[config.mk]
export PLATFORM = sky130hd
export DESIGN_NAME = sensor_frame_deframer
export DESIGN_NICKNAME = d
export VERILOG_FILES = /design/src/design/sfd_pkg.sv /design/src/design/sfd_core.sv /design/src/design/sfd_out_buf.sv /design/src/design/sensor_frame_deframer.sv
export VERILOG_INCLUDE_DIRS = /design/src /design/src/design
export SDC_FILE = /design/constraint.sdc
export NUM_CORES = 1
export LEC_CHECK = 0
export BUFFER_PORTS_ARGS = -buffer_cell sky130_fd_sc_hd__buf_2
export CAP_MARGIN = 25
export CORE_UTILIZATION = 54
export DETAILED_ROUTE_END_ITERATION = 8
export GPL_TIMING_DRIVEN = 0
export HOLD_SLACK_MARGIN = 0.06
export PLACE_DENSITY = 0.85
export REMOVE_ABC_BUFFERS = 1
export SYNTH_ARGS = -nofsm -noshare
export SYNTH_HDL_FRONTEND = slang
export SYNTH_SLANG_ARGS = --single-unit
[constraint.sdc]
create_clock -name clk -period 4.4 [get_ports clk]
set_input_delay 0.88 -clock clk [delete_from_list [all_inputs] [get_ports clk]]
set_output_delay 0.88 -clock clk [all_outputs]
set_load 0.005 [all_outputs]
[src/design/assert_macros.svh]
// concurrent assertion helpers, clocked on clk and off during reset
`ifndef ASSERT_MACROS_SVH
`define ASSERT_MACROS_SVH

// property must hold at every clock edge out of reset
`define SFD_ASSERT(label, prop, msg) \
	label: assert property (@(posedge clk) disable iff (!arst_n) (prop)) \
		else $error(msg);

// consequent must hold at the same edge as the antecedent
`define SFD_ASSERT_IMP(label, ante, cons, msg) \
	label: assert property (@(posedge clk) disable iff (!arst_n) (ante) |-> (cons)) \
		else $error(msg);

// consequent must hold at the edge after the antecedent
`define SFD_ASSERT_NEXT(label, ante, cons, msg) \
	label: assert property (@(posedge clk) disable iff (!arst_n) (ante) |=> (cons)) \
		else $error(msg);

`endif

[src/design/sfd_pkg.sv]
package sfd_pkg;

	localparam logic [7:0] SYNC_FIRST_RST   = 8'h55;
	localparam logic [7:0] SYNC_SECOND_RST  = 8'hAA;
	localparam logic [7:0] SYNC_COMMAND_RST = 8'h88;

	// body bytes are frame bytes 3..7, position 4 is the checksum byte
	localparam logic [2:0] BODY_LAST = 3'd4;
	localparam logic [1:0] HIST_FULL = 2'd2;

	localparam logic REQ_BYTE  = 1'b0;
	localparam logic REQ_CLEAR = 1'b1;

	typedef enum logic [1:0] {
		CFG_SYNC_FIRST   = 2'd0,
		CFG_SYNC_SECOND  = 2'd1,
		CFG_SYNC_COMMAND = 2'd2
	} sfd_cfg_idx_t;

	typedef struct packed {
		logic [7:0]  status_byte;
		logic [7:0]  spare_byte;
		logic [15:0] distance_value;
		logic [7:0]  received_sum;
		logic        sum_matches;
	} sfd_result_t;

endpackage

[src/design/sfd_core.sv]
`include "assert_macros.svh"

module sfd_core (
	input  logic                clk,
	input  logic                arst_n,
	input  logic                cfg_we,
	input  logic [1:0]          cfg_index,
	input  logic [7:0]          cfg_wdata,
	input  logic                valid_s1,
	input  logic                req_s1,
	input  logic [7:0]          byte_s1,
	output logic                res_valid,
	output sfd_pkg::sfd_result_t res_data
);
	import sfd_pkg::*;

	logic [7:0] sync_first_q;
	logic [7:0] sync_second_q;
	logic [7:0] sync_command_q;

	logic [7:0] hist0_q;
	logic [7:0] hist1_q;
	logic [1:0] hist_cnt_q;
	logic       in_frame_q;
	logic [2:0] pos_q;
	logic [7:0] sum_q;
	logic [7:0] held0_q;
	logic [7:0] held1_q;
	logic [7:0] held2_q;

	logic is_byte;
	logic hdr_hit;
	logic last_byte;

	assign is_byte   = valid_s1 && (req_s1 == REQ_BYTE);
	assign hdr_hit   = (hist_cnt_q == HIST_FULL) && (hist0_q == sync_first_q) &&
		(hist1_q == sync_second_q) && (byte_s1 == sync_command_q);
	assign last_byte = in_frame_q && (pos_q == BODY_LAST);

	always_ff @(posedge clk or negedge arst_n) begin
		if (!arst_n) begin
			sync_first_q   <= SYNC_FIRST_RST;
			sync_second_q  <= SYNC_SECOND_RST;
			sync_command_q <= SYNC_COMMAND_RST;
		end else if (cfg_we) begin
			case (sfd_cfg_idx_t'(cfg_index))
				CFG_SYNC_FIRST:   sync_first_q   <= cfg_wdata;
				CFG_SYNC_SECOND:  sync_second_q  <= cfg_wdata;
				CFG_SYNC_COMMAND: sync_command_q <= cfg_wdata;
				default: ;
			endcase
		end
	end

	always_ff @(posedge clk or negedge arst_n) begin
		if (!arst_n) begin
			hist0_q    <= '0;
			hist1_q    <= '0;
			hist_cnt_q <= '0;
			in_frame_q <= 1'b0;
			pos_q      <= '0;
			sum_q      <= '0;
		end else if (valid_s1) begin
			if (req_s1 == REQ_CLEAR) begin
				hist0_q    <= '0;
				hist1_q    <= '0;
				hist_cnt_q <= '0;
				in_frame_q <= 1'b0;
				pos_q      <= '0;
				sum_q      <= '0;
			end else if (!in_frame_q) begin
				if (hdr_hit) begin
					in_frame_q <= 1'b1;
					pos_q      <= '0;
					sum_q      <= sync_first_q + sync_second_q + sync_command_q;
					hist0_q    <= '0;
					hist1_q    <= '0;
					hist_cnt_q <= '0;
				end else begin
					hist0_q <= hist1_q;
					hist1_q <= byte_s1;
					if (hist_cnt_q != HIST_FULL) begin
						hist_cnt_q <= hist_cnt_q + 2'd1;
					end
				end
			end else if (!last_byte) begin
				// frame byte 6 parks in the first history slot
				if (pos_q == 3'd3) begin
					hist0_q <= byte_s1;
				end
				sum_q <= sum_q + byte_s1;
				pos_q <= pos_q + 3'd1;
			end else begin
				in_frame_q <= 1'b0;
				pos_q      <= '0;
				sum_q      <= '0;
				hist0_q    <= '0;
				hist1_q    <= '0;
				hist_cnt_q <= '0;
			end
		end
	end

	// status, spare and distance high byte, written only inside a frame
	always_ff @(posedge clk) begin
		if (is_byte && in_frame_q) begin
			case (pos_q)
				3'd0:    held0_q <= byte_s1;
				3'd1:    held1_q <= byte_s1;
				3'd2:    held2_q <= byte_s1;
				default: ;
			endcase
		end
	end

	assign res_valid               = is_byte && last_byte;
	assign res_data.status_byte    = held0_q;
	assign res_data.spare_byte     = held1_q;
	assign res_data.distance_value = {held2_q, hist0_q};
	assign res_data.received_sum   = byte_s1;
	assign res_data.sum_matches    = (sum_q == byte_s1);

	`SFD_ASSERT(a_pos_range, pos_q <= BODY_LAST, "frame position past checksum byte")
	`SFD_ASSERT_IMP(a_hunt_pos, !in_frame_q, pos_q == '0 && sum_q == '0,
		"position not zero while hunting")
	`SFD_ASSERT_IMP(a_frame_hist, in_frame_q, hist_cnt_q == '0 && hist1_q == '0,
		"history kept while collecting a frame")
	`SFD_ASSERT_NEXT(a_end_hunt, res_valid, !in_frame_q && hist_cnt_q == '0,
		"frame end did not return to hunting")

endmodule

[src/design/sfd_out_buf.sv]
`include "assert_macros.svh"

module sfd_out_buf (
	input  logic                clk,
	input  logic                arst_n,
	input  logic                push,
	input  sfd_pkg::sfd_result_t push_data,
	input  logic                out_stall,
	output logic                out_valid,
	output sfd_pkg::sfd_result_t out_data,
	output logic [1:0]          occ
);
	import sfd_pkg::*;

	sfd_result_t slot0_q;
	sfd_result_t slot1_q;
	logic [1:0]  occ_q;
	logic [1:0]  occ_after;
	logic        pop;

	assign out_valid = (occ_q != 2'd0);
	assign out_data  = slot0_q;
	assign occ       = occ_q;
	assign pop       = out_valid && !out_stall;
	assign occ_after = occ_q - {1'b0, pop};

	always_ff @(posedge clk or negedge arst_n) begin
		if (!arst_n) begin
			occ_q <= '0;
		end else begin
			occ_q <= occ_after + {1'b0, push};
		end
	end

	always_ff @(posedge clk) begin
		if (push && (occ_after == 2'd0)) begin
			slot0_q <= push_data;
		end else if (pop) begin
			slot0_q <= slot1_q;
		end
		if (push && (occ_after != 2'd0)) begin
			slot1_q <= push_data;
		end
	end

	`SFD_ASSERT(a_occ_range, occ_q <= 2'd2, "result buffer count out of range")
	`SFD_ASSERT_IMP(a_no_overflow, push, occ_after != 2'd2, "result pushed into full buffer")
	`SFD_ASSERT_NEXT(a_hold_head, out_valid && out_stall, out_valid && $stable(slot0_q),
		"stalled result changed")

endmodule

[src/design/sensor_frame_deframer.sv]
// sensor frame deframer: takes a receive byte stream, one byte per item, hunts
// for the three-byte header (sync_first, sync_second, sync_command, reset
// 55 AA 88) and then collects five more bytes into an 8-byte frame. at frame
// byte 7 one result item comes out with status, spare, big-endian distance,
// the checksum as sent and whether the low byte of the sum of bytes 0..6
// matches it. a clear item (req_type = 1) drops all frame and history state.
// rate: one item per cycle sustained while in_stall is low. an accepted item
// is held in the input register, is decoded in a single pass, and its result
// lands in a two-deep output buffer the next edge and is offered from there.
// in_stall rises when that buffer is full, or when it holds one result and
// the item in the input register closes another frame; both only happen
// while out_stall holds results back, since frames are eight items apart.
// configuration registers (cfg_index 0..2) are written with cfg_we; an index
// of 3 is ignored. write them only while no item is in flight.
module sensor_frame_deframer (
	input  logic        clk,
	input  logic        arst_n,
	// configuration write port
	input  logic        cfg_we,
	input  logic [1:0]  cfg_index,
	input  logic [7:0]  cfg_wdata,
	// input items
	input  logic        in_valid,
	output logic        in_stall,
	input  logic        req_type,
	input  logic [7:0]  rx_byte,
	// result items
	output logic        out_valid,
	input  logic        out_stall,
	output logic [7:0]  status_byte,
	output logic [7:0]  spare_byte,
	output logic [15:0] distance_value,
	output logic [7:0]  received_sum,
	output logic        sum_matches
);
	import sfd_pkg::*;

	// input register
	logic        valid_s1;
	logic        req_s1;
	logic [7:0]  byte_s1;

	logic        in_take;
	logic        res_valid;
	sfd_result_t res_data;
	sfd_result_t out_data;
	logic [1:0]  occ;

	// room check: buffered results plus the result of the item in the input register
	assign in_stall = (occ == 2'd2) || ((occ == 2'd1) && res_valid);
	assign in_take  = in_valid && !in_stall;

	always_ff @(posedge clk or negedge arst_n) begin
		if (!arst_n) begin
			valid_s1 <= 1'b0;
		end else begin
			valid_s1 <= in_take;
		end
	end

	// payload needs no reset, only loaded on accept
	always_ff @(posedge clk) begin
		if (in_take) begin
			req_s1  <= req_type;
			byte_s1 <= rx_byte;
		end
	end

	// header hunt, frame collection and checksum
	sfd_core u_core (
		.clk       (clk),
		.arst_n    (arst_n),
		.cfg_we    (cfg_we),
		.cfg_index (cfg_index),
		.cfg_wdata (cfg_wdata),
		.valid_s1  (valid_s1),
		.req_s1    (req_s1),
		.byte_s1   (byte_s1),
		.res_valid (res_valid),
		.res_data  (res_data)
	);

	// result register with skid slot
	sfd_out_buf u_out_buf (
		.clk       (clk),
		.arst_n    (arst_n),
		.push      (res_valid),
		.push_data (res_data),
		.out_stall (out_stall),
		.out_valid (out_valid),
		.out_data  (out_data),
		.occ       (occ)
	);

	assign status_byte    = out_data.status_byte;
	assign spare_byte     = out_data.spare_byte;
	assign distance_value = out_data.distance_value;
	assign received_sum   = out_data.received_sum;
	assign sum_matches    = out_data.sum_matches;

endmodule

# Word level (Yosys, flattened, before mapping)
# Cells that the tools add are included.
[totals] reg_bits=172 latch_bits=0 ramBits=0 mem_bits_ro=0 input_bits=24 out_inout_bits=43 elab_cells=111 n_memories=0
[op_classes] add_sub_neg=7 n_mul=0 div_mod_pow=0 order_cmp=0 eq_ne=16 shifts=0 n_mux=28 bitwise_logic=1 n_reduce_logical=33
[ops] operator="$mux W8" n=13
[ops] operator="$mux W41" n=2
[ops] operator="$eq A8 B8 Y1" n=4
[ops] operator="$add A8 B8 Y8" n=3
[ops] operator="$reduce_and A2 Y1" n=9
[ops] operator="$logic_and A1 B1 Y1" n=12
[ops] operator="$mux W3" n=4
[ops] operator="$mux W2" n=5
[ops] operator="$eq A2 B2 Y1 const B" n=3
[ops] operator="$eq A3 B2 Y1 const B" n=2
[ops] operator="$reduce_bool A2 Y1" n=3
[ops] operator="$eq A2 B1 Y1 const B" n=2
[ops] operator="$logic_not A2 Y1" n=2
[ops] operator="$mux W1" n=4
[ops] operator="$ne A4 B4 Y1 const B" n=1
[ops] operator="$reduce_bool A4 Y1" n=1
[ops] operator="$add A3 B1 Y3 const B" n=1
[ops] operator="$eq A3 B1 Y1 const B" n=1
[ops] operator="$eq A3 B3 Y1 const B" n=1
[ops] operator="$logic_not A3 Y1" n=1
[ops] operator="$ne A3 B3 Y1 const B" n=1
[ops] operator="$reduce_and A3 Y1" n=1
[ops] operator="$reduce_bool A3 Y1" n=1
[ops] operator="$add A2 B1 Y2" n=1
[ops] operator="6 further kinds" n=7

# Depth between registers and ports, before layout
# Gate-level depths: netlist (run 1).
[logic_depth] ltp_word=7 depth_mapped=10 depth_no_buf=10

# Hierarchy
# A second synthesis (run 1) with hierarchy kept.
[hier_totals] cells_unflattened=502 area_unflattened_um2=7729.9
[modules_own_cells] module="sfd_core" n_inst=1 cells_per_inst=347 area_per_inst_um2=4151.5 seq_area_each_um2=2084.5
[modules_own_cells] module="sfd_out_buf" n_inst=1 cells_per_inst=141 area_per_inst_um2=3259.4 seq_area_each_um2=2512.4
[modules_own_cells] module="sensor_frame_deframer" n_inst=1 cells_per_inst=14 area_per_inst_um2=319.1 seq_area_each_um2=295.3

# Worst setup path before layout (run 1)
# Ideal clock, no wire load.
[synth_path] path_type="input-to-reg" startpoint="input port out_stall" endpoint="register u_out_buf.slot1_q[0] (netlist bit) (enable)" setup_ns=0.501 arrival_ns=4.384 required_time_ns=3.899 setup_slack_ns=-0.486 stages=4 path_buffers=0 path_cell_list="nor2_1 -> ha_1 -> xnor2_1 -> a211oi_1"
[synth_between] elab_chain_len=5
[synth_rtl] element="from (decl)" line="sensor_frame_deframer.sv:29" rtl="input logic out_stall,"
[synth_rtl] element="$logic_not A1 Y1" line="sfd_out_buf.sv:24" rtl="assign pop = out_valid && !out_stall;"
[synth_rtl] element="$logic_and A1 B1 Y1" line="sfd_out_buf.sv:24"
[synth_rtl] element="$sub A2 B1 Y2" line="sfd_out_buf.sv:25" rtl="assign occ_after = occ_q - {1'b0, pop};"
[synth_rtl] element="$reduce_bool A2 Y1" line="sfd_out_buf.sv:41" rtl="if (push && (occ_after != 2'd0)) begin"
[synth_rtl] element="$logic_and A1 B1 Y1" line="sfd_out_buf.sv:41"
[synth_rtl] element="to (signal assigned)" line="sfd_out_buf.sv:42" rtl="slot1_q <= push_data;"
[synth_rtl] element="to (decl)" line="sfd_out_buf.sv:16" rtl="sfd_result_t slot1_q;"
# No other way between the ends.
# A chain may end at the register's enable or synchronous reset.

# Final worst setup path (run 1)
[layout_path] startpoint="register u_core.in_frame_q" endpoint="output port in_stall"
[layout_between] elab_chain_len=4
[layout_rtl] element="from (decl)" line="sfd_core.sv:24" rtl="logic in_frame_q;"
[layout_rtl] element="from (signal assigned)" line="sfd_core.sv:60" rtl="in_frame_q <= 1'b0;"
[layout_rtl] element="from (signal assigned)" line="sfd_core.sv:68" rtl="in_frame_q <= 1'b0;"
[layout_rtl] element="from (signal assigned)" line="sfd_core.sv:73" rtl="in_frame_q <= 1'b1;"
[layout_rtl] element="$logic_and A1 B1 Y1" line="sfd_core.sv:38" rtl="assign last_byte = in_frame_q && (pos_q == BODY_LAST);"
[layout_rtl] element="$logic_and A1 B1 Y1" line="sfd_core.sv:116" rtl="assign res_valid = is_byte && last_byte;"
[layout_rtl] element="$logic_and A1 B1 Y1" line="sensor_frame_deframer.sv:50" rtl="assign in_stall = (occ == 2'd2) || ((occ == 2'd1) && res_valid);"
[layout_rtl] element="$logic_or A1 B1 Y1" line="sensor_frame_deframer.sv:50"
[layout_rtl] element="to (decl)" line="sensor_frame_deframer.sv:24" rtl="output logic in_stall,"
# No other way between the ends.

==> results.md, run 1 <==
Logic synthesis:
- The count of unique library cells instantiated by Yosys is 56.
- The top cell type by area accounts for 45.01% of the synthesized area.
- After technology mapping, the gate count stands at 505.
- By area the synthesized netlist is led by sky130_fd_sc_hd__edfxtp_1 45%, sky130_fd_sc_hd__dfrtp_1 15%, sky130_fd_sc_hd__mux2_2 9.2%.
- Averaged over all synthesized cells, the footprint is 15.19 um^2.
- The sequential fraction of the synthesis area is 63.76%.
- The synthesized cell area is 7672 um^2.
- After synthesis the netlist holds a flip-flop and latch count of 172.
- The most used standard cell by instance count after synthesis is sky130_fd_sc_hd__edfxtp_1.
- By count the netlist is led by 115 x sky130_fd_sc_hd__edfxtp_1, 63 x sky130_fd_sc_hd__mux2_2, 47 x sky130_fd_sc_hd__dfrtp_1.
- The leading register cell type out of synthesis is sky130_fd_sc_hd__edfxtp_1.
- Yosys mapped a number of flops with a built-in enable equal to 115.
- The share of synthesized registers carrying an async set or reset is 33.14%.
- Of all cell types, the one taking the most synthesized area is sky130_fd_sc_hd__edfxtp_1.
- During synthesis, Yosys emitted a total of 0 warnings.

CTS:
- Counting every sink on the clock net gives 172.
- The cell at the root of the clock tree is sky130_fd_sc_hd__clkbuf_16.
- After clock tree synthesis, the clock-pin slew on the worst setup and hold paths is 0.06 ns.
- The clock passes through at most 2 buffers.
- Buffers added to address setup during post-CTS repair amount to 0.
- TritonCTS created 17 clock buffers.
- In this run, post-CTS repair resized a total of 0 instances.
- The TritonCTS clock tree is yes.
- The number of hold buffers added after CTS was 0.
- At the later pin of the worst-skew pair, clock insertion delay measures 0.44 ns.
- The number of H-tree levels is 4.

Critical path:
- The setup path with the least slack is of type flop to primary output.
- In this run the worst setup path begins at u_core.in_frame_q$_DFFE_PN0P_.
- The required time at the worst-slack endpoint is 3.52 ns.
- The reg-to-reg setup timing slack is 1.35 ns.
- The capturing element type of the critical path is a primary output.
- STA classifies the critical path startpoint as a flop.
- The most common cell type on the critical path is sky130_fd_sc_hd__nand2_1.
- In this run the critical register-to-register path is launched from u_core.sync_command_q[1]$_DFFE_PN0P_.
- The critical path goes through nor2b_1 -> nand2_1 -> nor2_2 -> nand2_1 -> mux2i_1 -> buf_2.
- The peak fanout along the critical path is 12.
- The end of the worst register-to-register path is u_core.sum_q[7]$_DFFE_PN0P_.
- The worst register-to-register path has a depth of 10.
- For this run, the slowest stage of the critical path takes 0.58 ns.
- The slowest stage cell on the critical path is sky130_fd_sc_hd__dfrtp_1.
- The data arrival time of the critical path is 2.19 ns.

Drt:
- Once detail routing completed, the nets flagged for antenna violations numbered 0.
- The number of design-rule violations left by the first detailed-router iteration is 360.
- Summed over all layers, the routed wires come to 16.16 mm.
- The routed layout has 4,534 vias.
- The first detailed-routing pass ran for 4 iterations.
- The number of vias per cell is 5.835.
- For this run, design rule violations remaining after detail routing come to 0.
- After detailed routing, the average wire length per cell comes to 20.79 um.

Power and ir drop:
- The sum of internal, switching and leakage power is 0.004981 W.
- The fraction of power consumed by the clock network is 30.0%.
- The total power density per cell area is 562.8 nW/um^2.
- The net load switching power is 0.001546 W.
- Cell internal power was estimated by the tool at 0.003435 W.
- The combinational share of power is 24.6%.
- Net switching is 31.04% of the power.
- The part of the power in registers is 45.4%.
- For this design the static power due to leakage is 3.391 nW.
- The worst-case IR drop observed on VDD is 0.0003306 V.

STA:
- The final period utilization is 69.74%.
- Setup violations remaining at the end of the flow were counted as 0.
- The worst hold slack after final layout is 0.3889 ns.
- At the pin with the least slew margin, the transition time is 0.9938 ns.
- The maximum clock frequency is 325.9 MHz.
- The hold violation count in the final report came to 0.
- The number of pins with negative max-slew slack in the final report is 0.
- The tightest slew margin relative to the limit is 33.50%.
- The worst path meets setup with 1.332 ns of slack.
- Setup repair after global routing left no endpoint under its margin.
- The time the final worst path needs with I/O delays and setup is 3.068 ns.
- The clock arrives with 0.009928 ns of skew.

Final layout:
- The finished cells cover 8851 um^2.
- From synthesis to final layout, the design area changed by 15.36%.
- The diode insertion count for antenna repair is 0.
- In the final design database the tool counted 638 nets.
- The post-layout instance count excluding filler cells is 777.
- Of the cells placed in the final design, the portion with a size suffix greater than 1 is 33.33%.

GRT:
- The number of antenna violations at the first check in global routing was 0.
- The total grt overflow is 0.
- The maximum number of pins on one net before global-route repair is 40.
- The first global-routing pass estimated 25.47 mm of wire.
- The aggregate global-route resource usage is 23.99%.
- The number of global-route vias before repair is 4,690.

Run:
- The count of max-cap constraint violations is 0.

Placement:
- The wire-length estimate of the detail-placed layout is 11.09 mm.
- The number of port buffers is 66.
- Prior to clock tree synthesis, the placed netlist has a worst setup slack of 1.422 ns.
- The last weighted congestion value of the routability-driven placer is 0.9071.
- In this run the cell area measured after placement is 8267 um^2.
- Once placement completed, the tool counted placed cells totaling 745.

Die:
- The die covers 14,690 um^2.
- Row generation in the floorplan step produced 43 rows.
- The effective utilization at floorplan is 55.27%.
- The chip width is 121.2 um.
- The top-level port count is 67.
- The vertical extent of the die is 121.2 um.
- The placeable core region is 13,880 um^2.

Hold path:
- The class of the tightest hold or removal check is primary input to asynchronous set/reset pin.

Status:
- The flow ran to the end, and the final reports show no timing, DRC or antenna violations.
[placed cells by master (no fill, tap or decap), drive strengths merged, types with 4 or more instances in the layout]
cell type / count
mux2: 71
nor2: 20
buf: 71
nor4: 5
xnor2: 33
nand3: 4
nand4: 5
clkbuf: 21
dfstp: 10
o21ai: 20
a22o: 11
a21oi: 9
nand2: 30
o22ai: 4
a211oi: 6
inv: 22
dfrtp: 47
nor2b: 4
edfxtp: 115
ha: 21
fa: 9
and2: 6
nor3: 4
clkinvlp: 4
a31oi: 10
[worst max-delay path, delay by kind of cell (launching register included)]
| family | cells | cell delay [ns] |
|---|---|---|
| mux | 1 | 0.24 |
| simple gates | 4 | 0.77 |
| buf+inv | 1 | 0.17 |
| flops | 1 | 0.58 |
[cell families (layout without fill, tap and decap cells)]
| group | after synthesis | after routing | synth area share, % |
|---|---|---|---|
| multiplexers | 73 | 73 | 10.98 |
| buffers and inverters | 29 | 121 | 2.038 |
| AND/OR/NAND/NOR | 89 | 89 | 6.442 |
| flip-flops | 172 | 172 | 63.76 |
| AO/OA/AOI/OAI | 77 | 77 | 7.012 |
| adder cells (fa/ha/maj) | 30 | 30 | 5.773 |
| XOR/XNOR | 35 | 35 | 3.996 |
[per-stage QoR]
| stage | TNS (ns) | utilization (%) |
|---|---|---|
| final | 0 | 63.76 |
| after global placement | -193.99 | 58.64 |
| after detailed placement | 0 | 59.55 |
| after floorplan | -42.42 | - |
| after CTS | 0 | 63.76 |
| after global routing | 0 | 63.76 |
[area by class of cell]
type | count | area (um^2)
fillers | 963 | 5030
inverters | 18 | 67.56
clock buffers | 21 | 450.4
flip-flops and latches | 172 | 4892
multi-input cells | 304 | 2653
repair buffers | 71 | 429.2
clock inverters | 11 | 133.9
well taps | 180 | 225.2
[power by group through the flow]
stage | registers [W] | logic (W) | clock network (W)
6_report | 0.00226 | 0.00123 | 0.00149
5_1_grt | 0.00229 | 0.00135 | 0.00157
4_1_cts | 0.00226 | 0.00123 | 0.00151
3_5_place_dp | 0.00229 | 0.00121 | 0
3_3_place_gp | 0.00228 | 0.00112 | 0
2_1_floorplan | 0.00221 | 0.000861 | 0
[flip-flops by register name, indices dropped and copies added (netlist names)]
| name | cells |
|---|---|
| u_out_buf.occ | 2 |
| u_core.pos_q | 3 |
| u_core.held2_q | 8 |
| u_core.hist1_q | 8 |
| byte_s1 | 8 |
| u_core.sync_command_q | 8 |
| u_core.held0_q | 8 |
| u_out_buf.slot1_q | 41 |
| u_core.sync_second_q | 8 |
| u_out_buf.out_data | 41 |
| req_s1 | 1 |
| u_core.held1_q | 8 |
| u_core.hist0_q | 8 |
| valid_s1 | 1 |
| u_core.sum_q | 8 |
| u_core.hist_cnt_q | 2 |
| u_core.in_frame_q | 1 |
| u_core.sync_first_q | 8 |
[layer usage]
layer,wire length (um),part of all wire (%),vias to the layer above,global-route usage (%)
li1,-,-,2045,-
met1,6726,42,2305,29.96
met2,8237,51,163,40.50
met3,831,5.1,21,5.075
met4,360,2.2,0,10.11
met5,0,0,-,0
[how the worst max path moves through the flow]
stage,depth (start not counted),slack [ns],endpoint
floorplan,5,-0.55,u_out_buf.out_data[0]$_DFFE_PP_
CTS,10,1.34,u_core.sum_q[7]$_DFFE_PN0P_
finish,6,1.33,in_stall
global route,10,1.20,u_core.sum_q[7]$_DFFE_PN0P_
global placement,5,-2.67,u_out_buf.out_data[37]$_DFFE_PP_
detailed placement,10,1.42,u_core.sum_q[7]$_DFFE_PN0P_
Note: power is estimated with default switching activity, not from simulation.
==> run 2, diff against run 1 <==
Settings changed: CORE_UTILIZATION 54 to 59, PLACE_DENSITY 0.85 to 0.88.
Clock period 4.4 ns to 3.15 ns, I/O delays scaled along.
==> run 2 against run 1 <==
Net effect:
- routed wire length down 6.2%
- largest power group unchanged
- first-iteration DRC count increased by 25%
- clock-buffer cell count is 4 lower
- via count is 1.4% higher
- cell area increased by 0.34%
- clock power grew 44%
- non-clock buffer count unchanged
- critical path depth grew 4
- combinational power rose by 39%
==> results.md, run 2 (synthesis gave the netlist of run 1 again) <==
STA:
- Setup violations remaining at the end of the flow were counted as 0.
- The number of pins with negative max-slew slack in the final report was 0.
- At the pin with the least slew margin, the transition time is 0.8648 ns.
- The hold violation count in the final report is 0.
- Setup repair after global routing left no endpoint under its margin.
- The time the final worst path needs with I/O delays and setup is 2.990 ns.
- Across all hold checks on the routed design, the worst slack comes to 0.2206 ns.
- Timing would allow up to 334.4 MHz.
- On the final layout, the worst clock skew is 0.009368 ns.
- The tightest slew margin relative to the limit is 42.13%.
- The final period utilization is 94.92%.

GRT:
- The number of antenna violations at the first check in global routing is 0.
- The number of global-route vias before repair came to 4,608.
- The maximum number of pins on one net before global-route repair is 37.
- In the global route stage, overall resource usage came out at 24.86%.
- The total grt overflow is 0.
- The wire length of the first global-routing pass is 24.17 mm.

Drt:
- Once detail routing completed, the nets flagged for antenna violations numbered 0.
- The per-cell routed wire length is 19.71 um.
- The number of vias per cell is 5.978.
- After detailed routing, the total wire length is 15.16 mm.
- The remaining design rule violation count is 0.
- The first-pass iteration count of the detailed router is 5.
- The number of design-rule violations left by the first detailed-router iteration is 450.
- The number of vias in the routed layout is 4,597.

CTS:
- The TritonCTS clock tree is yes.
- The clock-pin slew on the worst setup and hold paths is 0.07 ns.
- The tree is rooted in a sky130_fd_sc_hd__clkbuf_16.
- The H-tree generated during clock tree synthesis spans 4 levels.
- Clock tree synthesis inserted a total of 17 buffers.
- For the worst-skew pair, the clock arrives at the later sink with an insertion delay of 0.43 ns.
- Once the clock tree was built, the setup fixing pass inserted 0 buffers.
- Once the clock tree was built, the resizer swapped 0 gates to a different size.
- In this run the deepest clock path goes through 2 buffers.
- The clock drives 172 sinks.
- The post-cts hold buffer count is 0.

Critical path:
- The class of the most critical setup path is flop to flop.
- The capturing element type of the critical path is a flop.
- Data on the critical path is required at its endpoint by 3.43 ns.
- In this run the worst setup path begins at u_core.sync_command_q[1]$_DFFE_PN0P_.
- STA classifies the critical path startpoint as a flop.
- The startpoint of the worst register-to-register path is u_core.sync_command_q[1]$_DFFE_PN0P_.
- The endpoint identified for the worst register-to-register timing path is u_core.sum_q[7]$_DFFE_PN0P_.
- The data arrival time of the critical path is 3.27 ns.
- The logic depth of the worst register-to-register path is 10.
- In this run the register-to-register setup slack is 0.16 ns.
- Along the worst path, the maximum fanout reaches 3.

Die:
- From left edge to right edge, the die measures 116.0 um.
- The top-level port count is 67.
- Row generation in the floorplan step produced 41 rows.
- The effective utilization at floorplan is 60.55%.
- The vertical extent of the die is 116.0 um.
- The core region is 12,670 um^2.
- The die covers 13,460 um^2.

Status:
- The run finished with clean final reports.

Final layout:
- The area of the multi-input gates is 2653 um^2.
- The library cell used most frequently in the layout, excluding fill and tap cells, is sky130_fd_sc_hd__edfxtp_1.
- The filler cells instantiated in the layout total 789.
- The final core utilization is 70.09%.
- The diode insertion count for antenna repair is 0.
- In the final layout, the share of cells above drive strength 1 is 33.84%.
- Leaving out fill and tap cells, the most frequent cells in the layout are 115 x sky130_fd_sc_hd__edfxtp_1, 66 x sky130_fd_sc_hd__buf_2, 63 x sky130_fd_sc_hd__mux2_2.
- The sequential standard cell area is 4892 um^2.
- The layout net count is 638.
- Compared with the post-synthesis result, the final layout area differs by 15.75%.

Power and ir drop:
- The design draws 0.007005 W.
- Summed over all cells, the static leakage comes to 3.429 nW.
- The largest voltage drop on the vdd net is 0.0003450 V.
- The total power density per cell area is 788.7 nW/um^2.

Hold path:
- The class of the tightest hold or removal check is primary input to asynchronous set/reset pin.

Placement:
- The detailed placer's ending HPWL is 10.60 mm.
- Input and output buffers added on the ports amount to 66.
- The last weighted congestion value of the routability-driven placer is 0.9006.

Run:
- The count of max-cap constraint violations is 0.
run 2: worst max-delay path, cell delays in order (launching register included):
cell and delay, ns:
sky130_fd_sc_hd__dfrtp_1 0.42, sky130_fd_sc_hd__fa_1 0.55, sky130_fd_sc_hd__ha_1 0.19, sky130_fd_sc_hd__inv_1 0.07
sky130_fd_sc_hd__fa_1 0.40, sky130_fd_sc_hd__nand2b_1 0.19, sky130_fd_sc_hd__a211oi_1 0.29, sky130_fd_sc_hd__o22ai_1 0.16
sky130_fd_sc_hd__xnor2_1 0.26, sky130_fd_sc_hd__a2bb2oi_1 0.22, sky130_fd_sc_hd__o32ai_2 0.10
run 2: per-layer routing:
metal | share of wire (%) | vias up | track usage (%)
met3 | 6.1 | 33 | 4.864
li1 | - | 2044 | -
met1 | 41 | 2309 | 31.33
met5 | 0 | - | 0
met4 | 2.6 | 0 | 12.22
met2 | 50 | 211 | 41.43
run 2: layout make-up:
cell class | instances | area share [%]
Clock buffer | 17 | 4.790
Tap cell | 172 | 2.423
Multi-Input combinational cell | 304 | 29.87
Inverter | 18 | 0.7608
Clock inverter | 15 | 2.057
Sequential cell | 172 | 55.09
Timing Repair Buffer | 71 | 5.015
run 2: stage by stage:
step	setup slack [ns]	cells	setup TNS [ns]	cell area, um^2
after CTS	0.1633	769	0	8881
after floorplan	-1.549	494	-124.42	7584
after global placement	-3.578	732	-294.07	8129
after global routing	0.02075	769	0	8881
final	0.1600	769	0	8881
after detailed placement	0.1789	737	0	8273
run 2: where the power goes:
part | switching, W | internal, W
combinational | 0.000910 | 0.000798
sequential | 0.000345 | 0.00280
clock | 0.000890 | 0.00126
run 2: worst max-delay path by stage:
stage | slack [ns] | endpoint | depth (start not counted)
2_1_floorplan | -1.55 | u_out_buf.out_data[0]$_DFFE_PP_ | 5
4_1_cts | 0.16 | u_core.sum_q[7]$_DFFE_PN0P_ | 10
3_5_place_dp | 0.18 | u_core.sum_q[7]$_DFFE_PN0P_ | 10
6_report | 0.16 | u_core.sum_q[7]$_DFFE_PN0P_ | 10
5_1_grt | 0.02 | u_core.sum_q[7]$_DFFE_PN0P_ | 10
3_3_place_gp | -3.58 | u_out_buf.out_data[35]$_DFFE_PP_ | 5
==> run 3, diff against run 2 <==
Settings changed: REMOVE_ABC_BUFFERS 1 to unset.
==> run 3 against run 2 <==
Net effect:
- critical path depth unchanged
- register-to-register slack better by 0.03 ns
- sequential share of layout area is 0.47 points lower
- hold slack improved by 0.0059 ns
- via count is 0.83% lower
- die area stayed put
- sequential cell count unchanged
==> results.md, run 3 (synthesis gave the netlist of run 1 again) <==
Final layout:
- The layout net count is 648.
- In the layout the commonest cells are 115 x sky130_fd_sc_hd__edfxtp_1, 70 x sky130_fd_sc_hd__buf_2, 63 x sky130_fd_sc_hd__mux2_2.
- The post-layout instance count excluding filler cells is 779.
- The finished layout cell area is 8957 um^2.
- Compared with the post-synthesis result, the final layout area differs by 16.75%.
- 0 antenna diodes ended up in the layout.
- The commonest non-fill, non-tap cell in the layout is sky130_fd_sc_hd__edfxtp_1.
- The fraction of layout cells with a size suffix above 1 is 34.10%.

Critical path:
- The signal on the critical path passes through fa_1 -> ha_1 -> inv_1 -> fa_1 -> nand2b_1 -> a211oi_2 -> o22ai_1 -> xnor2_1 -> a2bb2oi_1 -> o32ai_2.
- The worst setup path is launched from a flop.
- The cell family contributing the most delay on the critical path is adder cells.
- The most common cell type on the critical path is sky130_fd_sc_hd__fa_1.
- The data arrival time of the critical path is 3.27 ns.
- The capturing element type of the critical path is a flop.
- The maximum cell stage delay along the critical path is 0.58 ns.
- The endpoint identified for the worst register-to-register timing path is u_core.sum_q[7]$_DFFE_PN0P_.
- The startpoint of the worst register-to-register path is u_core.sync_command_q[1]$_DFFE_PN0P_.
- The slowest stage of the critical path is the sky130_fd_sc_hd__fa_1 cell.
- The worst setup path is of the flop to flop kind.
- Setup slack on the worst reg-to-reg path comes out at 0.19 ns.
- The logic depth of the worst register-to-register path is 10.
- Together, buffers and inverters on the worst path number 1.
- The peak fanout along the critical path is 3.
- At the worst endpoint, the required time is 3.46 ns.

GRT:
- The total grt overflow is 0.
- The aggregate global-route resource usage is 25.46%.
- The number of antenna violations at the first check in global routing came to 0.
- The number of global-route vias before repair is 4,679.
- The maximum number of pins on one net before global-route repair is 30.
- The first global-routing pass estimated 24.67 mm of wire.

Die:
- The area of the die is 13,460 um^2.
- The effective utilization at floorplan is 60.55%.
- In this run the core area contains 41 standard-cell rows.
- The top-level port count is 67.
- The core region is 12,670 um^2.
- The vertical extent of the die is 116.0 um.
- From left edge to right edge, the die measures 116.0 um.

STA:
- The number of pins with negative max-slew slack in the final report came to 0.
- The worst hold slack after final layout is 0.2265 ns.
- The maximum clock frequency is 338.2 MHz.
- For the pin with the worst max-slew slack, the measured transition is 0.9403 ns.
- The clock arrives with 0.01217 ns of skew.
- Setup repair after global routing left no endpoint under its margin.
- The time the final worst path needs with I/O delays and setup is 2.957 ns.
- The tightest slew margin relative to the limit is 37.08%.
- The summed negative setup slack over all endpoints is 0 ns.
- The hold violation count in the final report is 0.
- Once routing completed, OpenROAD measured the worst setup slack at 0.1929 ns.
- The final period utilization is 93.88%.
- Setup violations remaining at the end of the flow were counted as 0.

CTS:
- The post-cts hold buffer count is 0.
- In this run the number of H-tree levels came out at 4.
- The number of buffers created by CTS is 17.
- The number of clock sinks is 172.
- The maximum buffer depth of the clock tree is 2.
- Clock-pin slew was measured on the worst setup and hold paths at 0.06 ns.
- After clock tree synthesis, the repair step resized 0 gates.
- The cell at the root of the clock tree is sky130_fd_sc_hd__clkbuf_16.
- TritonCTS built the clock tree.
- For the worst-skew pair, the clock arrives at the later sink with an insertion delay of 0.43 ns.
- The number of post-CTS setup repair buffers is 0.

Drt:
- After the first detailed-routing iteration, the DRC count stood at 483.
- After detailed routing, the number of remaining DRC violations is 0.
- The detailed router placed 4,559 vias in this run.
- The total detailed-routing wirelength is 15.64 mm.
- The per-cell routed wire length is 20.08 um.
- Using the TritonRoute via totals, the vias-per-cell ratio works out to 5.852.
- The first detailed-routing pass ran for 6 iterations.
- In this run the remaining antenna-violating nets after routing total 0.

Run:
- The tool flagged a number of max-cap violations equal to 0.

Power and ir drop:
- Dividing total power by cell area gives a power density of 794.4 nW/um^2.
- The part of the power in registers is 44.0%.
- The switching power share of the total is 30.28%.
- Across the VDD grid, the largest voltage drop is 0.0004065 V.
- Combinational logic is responsible for 24.8% of the overall power.
- Summed over all cells, the static leakage comes to 3.459 nW.
- The analysis attributes to net switching a power of 0.002154 W.
- The internal power is 0.004961 W.
- The fraction of power consumed by the clock network is 31.2%.

Placement:
- The pre-CTS setup slack is 0.1596 ns.
- The post-place instance area is 8332 um^2.
- After legalization and detailed placement, the total HPWL measured 10.99 mm.
- After detailed placement, the design holds a cell count of 747.
- The number of port buffers is 66.
- The last weighted congestion value of the routability-driven placer is 0.8842.

Hold path:
- In this run the worst hold path is classified as primary input to asynchronous set/reset pin.

Logic synthesis:
- Synthesis produced a netlist with a net count of 559.

Status:
- The run finished with clean final reports.
## run 3: worst max path at each step
stage | endpoint | cells past startpoint | start
after floorplan | u_out_buf.slot1_q[0]$_DFFE_PP_ | 4 | out_stall
after global placement | u_out_buf.out_data[19]$_DFFE_PP_ | 7 | out_stall
after detailed placement | u_core.sum_q[7]$_DFFE_PN0P_ | 10 | u_core.sync_command_q[1]$_DFFE_PN0P_
after CTS | u_core.sum_q[7]$_DFFE_PN0P_ | 10 | u_core.sync_command_q[1]$_DFFE_PN0P_
after global routing | u_out_buf.out_data[32]$_DFFE_PP_ | 8 | u_out_buf.occ[1]$_DFF_PN0_
final | u_core.sum_q[7]$_DFFE_PN0P_ | 10 | u_core.sync_command_q[1]$_DFFE_PN0P_
## run 3: area by class of cell
class / instances / area, um^2
Inverter: 18 / 67.56
Sequential cell: 172 / 4892
Fill cell: 835 / 3714
Buffer: 11 / 88.84
Tap cell: 172 / 215.2
Timing Repair Buffer: 70 / 420.4
Multi-Input combinational cell: 304 / 2653
Clock buffer: 19 / 432.9
Clock inverter: 13 / 187.7
## run 3: metal layers
metal	global-route usage [%]	routed length (um)	up-vias
met5	0	0	-
li1	-	-	2075
met4	11.11	417	0
met1	31.76	6594	2261
met3	5.178	678	38
met2	43.29	7949	185
## run 3: power by group through the flow
stage	clock network, W	logic [W]	registers (W)
2_1_floorplan	0	0.00125	0.00307
3_3_place_gp	0	0.00162	0.00315
3_5_place_dp	0	0.00173	0.00317
4_1_cts	0.00224	0.00174	0.00313
5_1_grt	0.00232	0.00194	0.00317
6_report	0.00222	0.00176	0.00313
## run 3: per-stage QoR
stage | power, W | util, %
2_1_floorplan | 0.004319 | -
3_3_place_gp | 0.004774 | 64.98
3_5_place_dp | 0.004901 | 65.75
4_1_cts | 0.007108 | 70.65
5_1_grt | 0.007426 | 70.69
6_report | 0.007115 | 70.69
